File: src/hw/rtl/pwid_pkg.sv
// Shared types and constants of the windowed-integral PID unit.
// Used by every module of the block; depends on nothing.
`timescale 1ns / 1ps

package pwid_pkg;

    // Default sizes of the error window and the difference lag
    localparam int DEF_WINDOW_LEN = 16;
    localparam int DEF_DIFF_LAG   = 4;

    // Field widths
    localparam int ERR_W   = 16;
    localparam int GAIN_W  = 16;
    localparam int LIMIT_W = 20;
    localparam int SUM_W   = 21;
    localparam int DIFF_W  = ERR_W + 1;
    localparam int DRIVE_W = 29;

    // Register reset values and output bound
    localparam logic [LIMIT_W-1:0] LIMIT_RESET = 20'd524288;
    localparam int                 DRIVE_MAX   = 134217728;

    // Register indexes on the configuration port
    typedef enum logic [1:0] {
        REG_GAIN_P  = 2'd0,
        REG_GAIN_I  = 2'd1,
        REG_GAIN_D  = 2'd2,
        REG_I_LIMIT = 2'd3
    } reg_idx_t;

    // Gain settings handed from the register file to the drive pipeline
    typedef struct packed {
        logic signed [GAIN_W-1:0] gain_p;
        logic signed [GAIN_W-1:0] gain_i;
        logic signed [GAIN_W-1:0] gain_d;
    } gains_t;

    // Terms of one tick entering the drive pipeline
    typedef struct packed {
        logic signed [ERR_W-1:0]  err;
        logic signed [SUM_W-1:0]  sum;
        logic signed [DIFF_W-1:0] diff;
    } terms_t;

endpackage

File: src/hw/rtl/pwid_cell.sv
// One cell of the error history line: holds one sample, passes it on.
// Depends on pwid_pkg for the sample width.
`timescale 1ns / 1ps

module pwid_cell (
    input  logic                              aclk,
    input  logic                              aresetn,
    input  logic                              shift_en,
    input  logic signed [pwid_pkg::ERR_W-1:0] d_in,
    output logic signed [pwid_pkg::ERR_W-1:0] q_out
);

    logic signed [pwid_pkg::ERR_W-1:0] sample_reg;
    logic signed [pwid_pkg::ERR_W-1:0] sample_next;

    // Take the neighbor's sample when the line advances
    always_comb begin
        sample_next = shift_en ? d_in : sample_reg;
    end

    always_ff @(posedge aclk) begin
        if (!aresetn) begin
            sample_reg <= '0;
        end else begin
            sample_reg <= sample_next;
        end
    end

    assign q_out = sample_reg;

endmodule

File: src/hw/rtl/pwid_regs.sv
// APB register file of the PID unit: gains and integral limit.
// Depends on pwid_pkg for register indexes and the gains struct.
`timescale 1ns / 1ps

module pwid_regs (
    input  logic                                aclk,
    input  logic                                aresetn,
    input  logic                                psel,
    input  logic                                penable,
    input  logic                                pwrite,
    input  logic [3:0]                          paddr,
    input  logic [31:0]                         pwdata,
    output logic [31:0]                         prdata,
    output logic                                pready,
    output pwid_pkg::gains_t                    gains,
    output logic [pwid_pkg::LIMIT_W-1:0]        limit
);

    pwid_pkg::gains_t                 gains_reg;
    pwid_pkg::gains_t                 gains_next;
    logic [pwid_pkg::LIMIT_W-1:0]     limit_reg;
    logic [pwid_pkg::LIMIT_W-1:0]     limit_next;
    logic                             wr_en;
    pwid_pkg::reg_idx_t               idx;

    assign pready = 1'b1;
    assign wr_en  = psel && penable && pwrite;
    assign idx    = pwid_pkg::reg_idx_t'(paddr[3:2]);

    // Decode the write word into the addressed register
    always_comb begin
        gains_next = gains_reg;
        limit_next = limit_reg;
        if (wr_en) begin
            case (idx)
                pwid_pkg::REG_GAIN_P:  gains_next.gain_p = pwdata[15:0];
                pwid_pkg::REG_GAIN_I:  gains_next.gain_i = pwdata[15:0];
                pwid_pkg::REG_GAIN_D:  gains_next.gain_d = pwdata[15:0];
                pwid_pkg::REG_I_LIMIT: limit_next = pwdata[pwid_pkg::LIMIT_W-1:0];
                default: ;
            endcase
        end
    end

    always_ff @(posedge aclk) begin
        if (!aresetn) begin
            gains_reg <= '0;
            limit_reg <= pwid_pkg::LIMIT_RESET;
        end else begin
            gains_reg <= gains_next;
            limit_reg <= limit_next;
        end
    end

    // Read back the addressed register, zero filled
    always_comb begin
        case (idx)
            pwid_pkg::REG_GAIN_P:  prdata = {16'd0, gains_reg.gain_p};
            pwid_pkg::REG_GAIN_I:  prdata = {16'd0, gains_reg.gain_i};
            pwid_pkg::REG_GAIN_D:  prdata = {16'd0, gains_reg.gain_d};
            pwid_pkg::REG_I_LIMIT: prdata = {12'd0, limit_reg};
            default:               prdata = '0;
        endcase
    end

    assign gains = gains_reg;
    assign limit = limit_reg;

endmodule

File: src/hw/rtl/pwid_drive.sv
// Three-stage drive pipeline: hold terms, multiply by gains, sum, shift, saturate.
// Depends on pwid_pkg for the terms and gains structs and output bound.
`timescale 1ns / 1ps

module pwid_drive (
    input  logic                                aclk,
    input  logic                                aresetn,
    input  pwid_pkg::gains_t                    gains,
    input  logic                                in_valid,
    output logic                                in_ready,
    input  pwid_pkg::terms_t                    in_terms,
    output logic                                out_valid,
    input  logic                                out_ready,
    output logic signed [pwid_pkg::DRIVE_W-1:0] out_drive
);

    localparam int PP_W  = pwid_pkg::GAIN_W + pwid_pkg::ERR_W;
    localparam int PI_W  = pwid_pkg::GAIN_W + pwid_pkg::SUM_W;
    localparam int PD_W  = pwid_pkg::GAIN_W + pwid_pkg::DIFF_W;
    localparam int TOT_W = PI_W + 1;
    localparam logic signed [TOT_W-1:0] SAT_HI = TOT_W'(pwid_pkg::DRIVE_MAX);
    localparam logic signed [TOT_W-1:0] SAT_LO = -SAT_HI;

    logic                 a_valid_reg, a_valid_next;
    pwid_pkg::terms_t     a_reg, a_next;
    logic                 b_valid_reg, b_valid_next;
    logic signed [PP_W-1:0] prod_p_reg, prod_p_next;
    logic signed [PI_W-1:0] prod_i_reg, prod_i_next;
    logic signed [PD_W-1:0] prod_d_reg, prod_d_next;
    logic                 c_valid_reg, c_valid_next;
    logic signed [pwid_pkg::DRIVE_W-1:0] drive_reg, drive_next;
    logic                 a_adv, b_adv, c_adv;
    logic signed [TOT_W-1:0] total, shifted, sat;

    // Each stage advances when empty or when the one after it moves
    assign c_adv    = !c_valid_reg || out_ready;
    assign b_adv    = !b_valid_reg || c_adv;
    assign a_adv    = !a_valid_reg || b_adv;
    assign in_ready = a_adv;

    // Stage A: hold the terms of the accepted word
    always_comb begin
        a_valid_next = a_adv ? in_valid : a_valid_reg;
        a_next       = (a_adv && in_valid) ? in_terms : a_reg;
    end

    // Stage B: one multiplier per term
    always_comb begin
        b_valid_next = b_adv ? a_valid_reg : b_valid_reg;
        prod_p_next  = prod_p_reg;
        prod_i_next  = prod_i_reg;
        prod_d_next  = prod_d_reg;
        if (b_adv && a_valid_reg) begin
            prod_p_next = PP_W'(gains.gain_p) * PP_W'(a_reg.err);
            prod_i_next = PI_W'(gains.gain_i) * PI_W'(a_reg.sum);
            prod_d_next = PD_W'(gains.gain_d) * PD_W'(a_reg.diff);
        end
    end

    // Stage C: add, drop the Q8 fraction toward minus infinity, saturate
    always_comb begin
        total   = TOT_W'(prod_p_reg) + TOT_W'(prod_i_reg) + TOT_W'(prod_d_reg);
        shifted = total >>> 8;
        if (shifted > SAT_HI) begin
            sat = SAT_HI;
        end else if (shifted < SAT_LO) begin
            sat = SAT_LO;
        end else begin
            sat = shifted;
        end
        c_valid_next = c_adv ? b_valid_reg : c_valid_reg;
        drive_next   = (c_adv && b_valid_reg) ? pwid_pkg::DRIVE_W'(sat) : drive_reg;
    end

    always_ff @(posedge aclk) begin
        if (!aresetn) begin
            a_valid_reg <= 1'b0;
            b_valid_reg <= 1'b0;
            c_valid_reg <= 1'b0;
        end else begin
            a_valid_reg <= a_valid_next;
            b_valid_reg <= b_valid_next;
            c_valid_reg <= c_valid_next;
        end
    end

    always_ff @(posedge aclk) begin
        a_reg      <= a_next;
        prod_p_reg <= prod_p_next;
        prod_i_reg <= prod_i_next;
        prod_d_reg <= prod_d_next;
        drive_reg  <= drive_next;
    end

    assign out_valid = c_valid_reg;
    assign out_drive = drive_reg;

    // A full stage moves on into a free successor; an empty stage A keeps the input ready
    assert property (@(posedge aclk) disable iff (!aresetn)
        a_valid_reg && b_adv |=> b_valid_reg)
        else $error("stage B lost a word");
    assert property (@(posedge aclk) disable iff (!aresetn)
        b_valid_reg && c_adv |=> c_valid_reg)
        else $error("stage C lost a word");
    assert property (@(posedge aclk) disable iff (!aresetn)
        !a_valid_reg |-> in_ready)
        else $error("input stalled with stage A empty");

endmodule

File: src/hw/rtl/pid_windowed_integral_lagged_diff_unit.sv
// Top level of the windowed-integral PID unit with lagged difference.
// Depends on pwid_pkg, pwid_cell, pwid_regs and pwid_drive.
`timescale 1ns / 1ps

// One error sample is taken per clock cycle, back to back, while the result
// stream does not stall the pipeline. Three register stages (terms,
// products, sum) sit between a sample and its result word, which moves
// through them in that order. The unit keeps taking samples while a result
// waits, until the three pipeline stages are full. The error history is a
// line of WINDOW_LEN cells that shifts once per accepted sample; the oldest
// cell feeds the window sum update and a fixed tap DIFF_LAG cells back feeds
// the difference term. A lag that is a multiple of the window reads the
// oldest cell. Gains and the sum limit are written over APB at byte addresses
// 0, 4, 8 and 12, by the user only while the unit is idle; the unit does not
// enforce this. Reset clears the history and the sum.
module pid_windowed_integral_lagged_diff_unit #(
    parameter int WINDOW_LEN = pwid_pkg::DEF_WINDOW_LEN,
    parameter int DIFF_LAG   = pwid_pkg::DEF_DIFF_LAG
) (
    input  logic        aclk,
    input  logic        aresetn,
    // APB configuration port
    input  logic        psel,
    input  logic        penable,
    input  logic        pwrite,
    input  logic [3:0]  paddr,
    input  logic [31:0] pwdata,
    output logic [31:0] prdata,
    output logic        pready,
    // Sample stream
    input  logic        s_tvalid,
    output logic        s_tready,
    input  logic [15:0] s_tdata,   // [15:0] error_sample
    // Result stream
    output logic        m_tvalid,
    input  logic        m_tready,
    output logic [31:0] m_tdata    // [28:0] drive_value, [31:29] zero
);

    localparam int LAG_MOD = DIFF_LAG % WINDOW_LEN;
    localparam int LAG_TAP = (LAG_MOD == 0) ? WINDOW_LEN - 1 : LAG_MOD - 1;
    localparam int RAW_W   = pwid_pkg::SUM_W + 2;

    pwid_pkg::gains_t                    gains;
    logic [pwid_pkg::LIMIT_W-1:0]        limit;
    logic signed [pwid_pkg::ERR_W-1:0]   hist [WINDOW_LEN];
    logic signed [pwid_pkg::ERR_W-1:0]   err;
    logic                                accept;
    logic signed [pwid_pkg::SUM_W-1:0]   window_sum_reg, window_sum_next;
    logic signed [RAW_W-1:0]             sum_raw, lim_pos, lim_neg, sum_clamped;
    pwid_pkg::terms_t                    terms;
    logic signed [pwid_pkg::DRIVE_W-1:0] drive;

    assign err    = s_tdata;
    assign accept = s_tvalid && s_tready;

    pwid_regs u_regs (
        .aclk    (aclk),
        .aresetn (aresetn),
        .psel    (psel),
        .penable (penable),
        .pwrite  (pwrite),
        .paddr   (paddr),
        .pwdata  (pwdata),
        .prdata  (prdata),
        .pready  (pready),
        .gains   (gains),
        .limit   (limit)
    );

    // History line: cell 0 holds the latest sample, the last cell the oldest
    for (genvar k = 0; k < WINDOW_LEN; k++) begin : g_cell
        if (k == 0) begin : g_head
            pwid_cell u_cell (
                .aclk     (aclk),
                .aresetn  (aresetn),
                .shift_en (accept),
                .d_in     (err),
                .q_out    (hist[k])
            );
        end else begin : g_body
            pwid_cell u_cell (
                .aclk     (aclk),
                .aresetn  (aresetn),
                .shift_en (accept),
                .d_in     (hist[k-1]),
                .q_out    (hist[k])
            );
        end
    end

    // Remove the leaving sample, add the new one, clamp to the limit
    always_comb begin
        lim_pos = RAW_W'({1'b0, limit});
        lim_neg = -lim_pos;
        sum_raw = RAW_W'(window_sum_reg) - RAW_W'(hist[WINDOW_LEN-1]) + RAW_W'(err);
        if (sum_raw > lim_pos) begin
            sum_clamped = lim_pos;
        end else if (sum_raw < lim_neg) begin
            sum_clamped = lim_neg;
        end else begin
            sum_clamped = sum_raw;
        end
        terms.err  = err;
        terms.sum  = pwid_pkg::SUM_W'(sum_clamped);
        terms.diff = pwid_pkg::DIFF_W'(err) - pwid_pkg::DIFF_W'(hist[LAG_TAP]);
        window_sum_next = accept ? terms.sum : window_sum_reg;
    end

    always_ff @(posedge aclk) begin
        if (!aresetn) begin
            window_sum_reg <= '0;
        end else begin
            window_sum_reg <= window_sum_next;
        end
    end

    pwid_drive u_drive (
        .aclk      (aclk),
        .aresetn   (aresetn),
        .gains     (gains),
        .in_valid  (s_tvalid),
        .in_ready  (s_tready),
        .in_terms  (terms),
        .out_valid (m_tvalid),
        .out_ready (m_tready),
        .out_drive (drive)
    );

    assign m_tdata = {3'd0, drive};

    // Reset starts the window sum at zero
    assert property (@(posedge aclk) !aresetn |=> window_sum_reg == '0)
        else $error("window sum not cleared by reset");
    // The head cell takes the accepted word
    assert property (@(posedge aclk) disable iff (!aresetn)
        accept |=> hist[0] == $past(err))
        else $error("history head missed the accepted sample");
    // The stored sum stays within the limit it was clamped to
    assert property (@(posedge aclk) disable iff (!aresetn)
        accept |=> (RAW_W'(window_sum_reg) <= $past(lim_pos))
                && (RAW_W'(window_sum_reg) >= $past(lim_neg)))
        else $error("window sum outside the integral limit");

endmodule

File: config.mk
export PLATFORM = sky130hd
export DESIGN_NAME = pid_windowed_integral_lagged_diff_unit
export DESIGN_NICKNAME = d
export VERILOG_FILES = /design/src/hw/rtl/pwid_pkg.sv /design/src/hw/rtl/pwid_cell.sv /design/src/hw/rtl/pwid_regs.sv /design/src/hw/rtl/pwid_drive.sv /design/src/hw/rtl/pid_windowed_integral_lagged_diff_unit.sv
export SDC_FILE = /design/constraint.sdc
export NUM_CORES = 2
export LEC_CHECK = 0
export ABC_AREA = 1
export BUFFER_PORTS_ARGS = -buffer_cell sky130_fd_sc_hd__buf_2
export CAP_MARGIN = 15
export CORE_ASPECT_RATIO = 1.1
export CORE_MARGIN = 2
export CORE_UTILIZATION = 50
export DETAILED_ROUTE_END_ITERATION = 8
export PLACE_DENSITY = 0.73
export SYNTH_ARGS = -nofsm -noshare
export SYNTH_HDL_FRONTEND = slang
export SYNTH_SLANG_ARGS = --single-unit
File: constraint.sdc
create_clock -name aclk -period 6.4 [get_ports aclk]
set_input_delay 0.64 -clock aclk [delete_from_list [all_inputs] [get_ports aclk]]
set_output_delay 0.64 -clock aclk [all_outputs]
set_load 0.01 [all_outputs]
==> run metrics <==
drc violations=0; origin of the worst min-delay path=pwdata[19]; Endpoint, Worst Hold=u_regs.limit[19]; static leakage=approximately 34 nW; Adder-Cell Fraction of Synth Area=39.45%; library cells used by synthesis=between 50 and 60; Most Frequent Cell on Critical Path=fa_1; worst clock skew on the final layout=0.06772 ns; endpoint class of the critical path=register; largest net degree at the start of global routing=about 160; area of the core=approximately 120000 sq um; total number of yosys warnings=0; IO Pins=126; grt total ovfl=0; Critical Path Max Stage Delay=0.68 ns; start of the worst register-to-register path=u_drive.a_reg[28]; first drt pass iteration count=6; share of synthesized cell area in and, or, nand and nor gates=16.55%; vertical die dimension=364.3 microns; number of cells produced by synthesis=roughly 7300; Seq/Total Area, Yosys=21.22%; vias after detailed routing=46140; count of final hold-check violations=0; Antenna Cells=0; Worst Path Buf+Inv=5; number of buffers inserted for hold repair after clock tree synthesis=0; unrepaired setup endpoints after global routing=no; first-pass GRT wire length=249.0 mm; kind of critical path=reg2reg; largest voltage drop on the vdd net=0.0004726 V; flip-flop count of the largest register, all copies and words added=240; cell class contributing the biggest share of worst-path delay=adder cells; Hold Path Depth=3; clock buffer count from CTS=58; Max Buffers Root-to-Sink=3; area share of xor/xnor cells in the synthesized design=2.567%; cell breakdown of the critical path=nand2_1 -> fa_1 -> inv_1 -> fa_1 -> fa_1 -> inv_1 -> fa_1 -> inv_1 -> fa_1 -> fa_1 -> ha_1 -> a21oi_1 -> o21ai_0 -> a21oi_1 -> nand2_1 -> a21oi_1 -> buf_4 -> o21ai_0 -> xor2_1 -> buf_4; Final period util=95.95%; type of element launching the critical path=register; commonest cells in the netlist=inv_1, nand2_1, fa_1; largest family of logic cells by synthesized area=adder cells; fraction of layout cells with a size suffix above 1=6.231%; library cell with the highest instance count after synthesis=inv_1; result of the run=complete, no violations; Root Buffer=clkbuf_16; Post-DRT Antenna Nets=0; post-route core utilization=54.29%; initial antenna violation count=3; net total in the final layout=8681; post-detailed-route via-to-cell ratio=5.180; number of enable-type register cells in the synthesized netlist=between 150 and 200; r2r endpoint=u_drive.prod_i_reg[22]; aggregate global-route resource usage=25.93%; fraction of synthesis flops using an asynchronous set or reset pin=0%; clock slew seen by the registers of the worst setup and hold paths=about 0.070 ns; CTS tree=built; signal arrival time at the worst endpoint=6.57 ns; post-synth top area share=a little under a third; total standard cell area after synthesis=59020 sq um; depth of the worst register-to-register path=20; kind of path behind the tightest hold check=in2reg; power per cell area=264.0 nW/um^2; TritonCTS sink count=533; total wirelength of the detailed-routed design=153.4 mm; Max Cap Violations=0; H-tree lvl count=2; Worst-Margin Slew=1.021 ns; Initial Util=50.26%; most area-consuming cells after synthesis=fa_1, dfxtp_1, inv_1; area enclosed by the die boundary=120800 sq um; cell type contributing the most total cell area after synthesis=fa_1; required time of the critical path=6.83 ns; number of cell rows=132; maximum frequency from static timing analysis=162.8 MHz; R2R setup slack=0.26 ns; minimum clock period=around 6 ns; area growth from synthesis to layout=8.026%; via count of the first global-routing pass=46940; final total power=16.83 mW; Port Buffer Count=95; fraction of the mapped netlist area in compound gates=under 10%; Final Setup Violations=0; biggest fanout along the worst timing path=10; portion of netlist area occupied by mux cells=0%; mean instance size in the synthesized netlist=8.091 sq um; Worst-Skew Late Latency=~0.70 ns; final total negative setup slack=0 ns; final estimated routing congestion in global placement=0.9610; DRT iter0 DRCs=3696; chip width=331.6 microns; max-slew violation total from the final report=0; post-detailed-placement half-perimeter wirelength=125.7 mm; flip-flop and latch count after synthesis=533; slowest CP cell=edfxtp_1; Primary FF master, synth=dfxtp_1; Routed WL per cell=between 15 and 20 microns; Slew Limit Headroom=around a third
[final cells by class]
type | instances | area [sq um]
sequential | 533 | 12530
tap | 1541 | 1928
timing repair buffer | 278 | 1928
fill | 10650 | 53670
inverter | 1672 | 6286
clock inverter | 30 | 416.7
multi-input combinational | 4775 | 39000
clock buffer | 78 | 1669
[worst reg2reg max path, delay by kind of cell, from the launching register on]
kind	cells	cell delay (ns)
compound gates	5	0.88
xor+xnor	1	0.17
simple gates	2	0.29
buf+inv	5	0.49
flops	1	0.68
fa+ha+maj	7	3.35
[cells in the final DEF, fill, tap and decap left out, drive strengths merged, types with 2 or more instances in the layout]
master,instances
a211oi,4
a21boi,5
a21o,6
a21oi,296
a221oi,3
a31oi,6
and2,4
and3,2
buf,277
bufinv,7
clkbuf,79
clkinv,17
clkinvlp,2
conb,16
dfxtp,348
edfxtp,185
fa,928
ha,376
inv,1676
nand2,1468
nand3,142
nand3b,6
nand4,29
nor2,766
nor3,25
nor4,8
o2111ai,20
o211ai,7
o21a,12
o21ai,431
o21bai,13
o221ai,3
o31ai,3
or2,18
xnor2,68
xor2,105
[kinds of logic (layout without fill, tap and decap cells)]
kind of cell               after synthesis  in the layout
AOI/OAI and AO/OA                      813            813
and+or+nand+nor                       2469           2469
buffers and inverters                 2000           2058
xor gates and xnor gates               173            173
adders and majority gates             1304           1304
other                                    2             16
DFF                                    533            533
[per-layer routing]
metal | track usage [%] | share of wire (%)
met3 | 3.162 | 6.3
met5 | 0 | 0.027
met2 | 43.59 | 47
met4 | 13.25 | 5.9
met1 | 33.17 | 41
[metrics by stage]
step                      hold slack (ns)  cell area (sq um)  cells  worst slack [ns]
after CTS                          0.1238              63520   8886           0.07250
after floorplan                    0.4495              59070   7308            0.4445
after detailed placement           0.4651              61430   8778            0.1205
after global placement             0.4569              61430   8778            0.1617
after global routing               0.1765              63750   8907          0.004607
final                              0.1607              63750   8907            0.2591
[worst max-delay path by stage]
stage,startpoint,endpoint,slack [ns],cells past startpoint
4_1_cts,u_regs.gains[18],u_drive.prod_i_reg[35],0.07,17
5_1_grt,u_regs.gains[5],u_drive.prod_d_reg[32],0.005,22
3_5_place_dp,u_regs.gains[18],u_drive.prod_i_reg[34],0.12,17
3_3_place_gp,u_regs.gains[18],u_drive.prod_i_reg[22],0.16,22
2_1_floorplan,u_regs.gains[1],u_drive.prod_d_reg[29],0.44,24
6_report,u_drive.a_reg[28],u_drive.prod_i_reg[22],0.26,20
[power breakdown]
part	total (mW)	internal, mW	leakage [nW]	switching, mW
Combinational	8.63	2.93	28.0	5.70
Clock	3.65	2.13	1.02	1.52
Sequential	4.55	4.12	4.66	0.430
[what timing repair did]
item                       in CTS  in global routing
setup endpoints to repair       0                 22
resized for setup               0                 18
setup buffers                   0                 20
(Power assumes the default switching activity.)
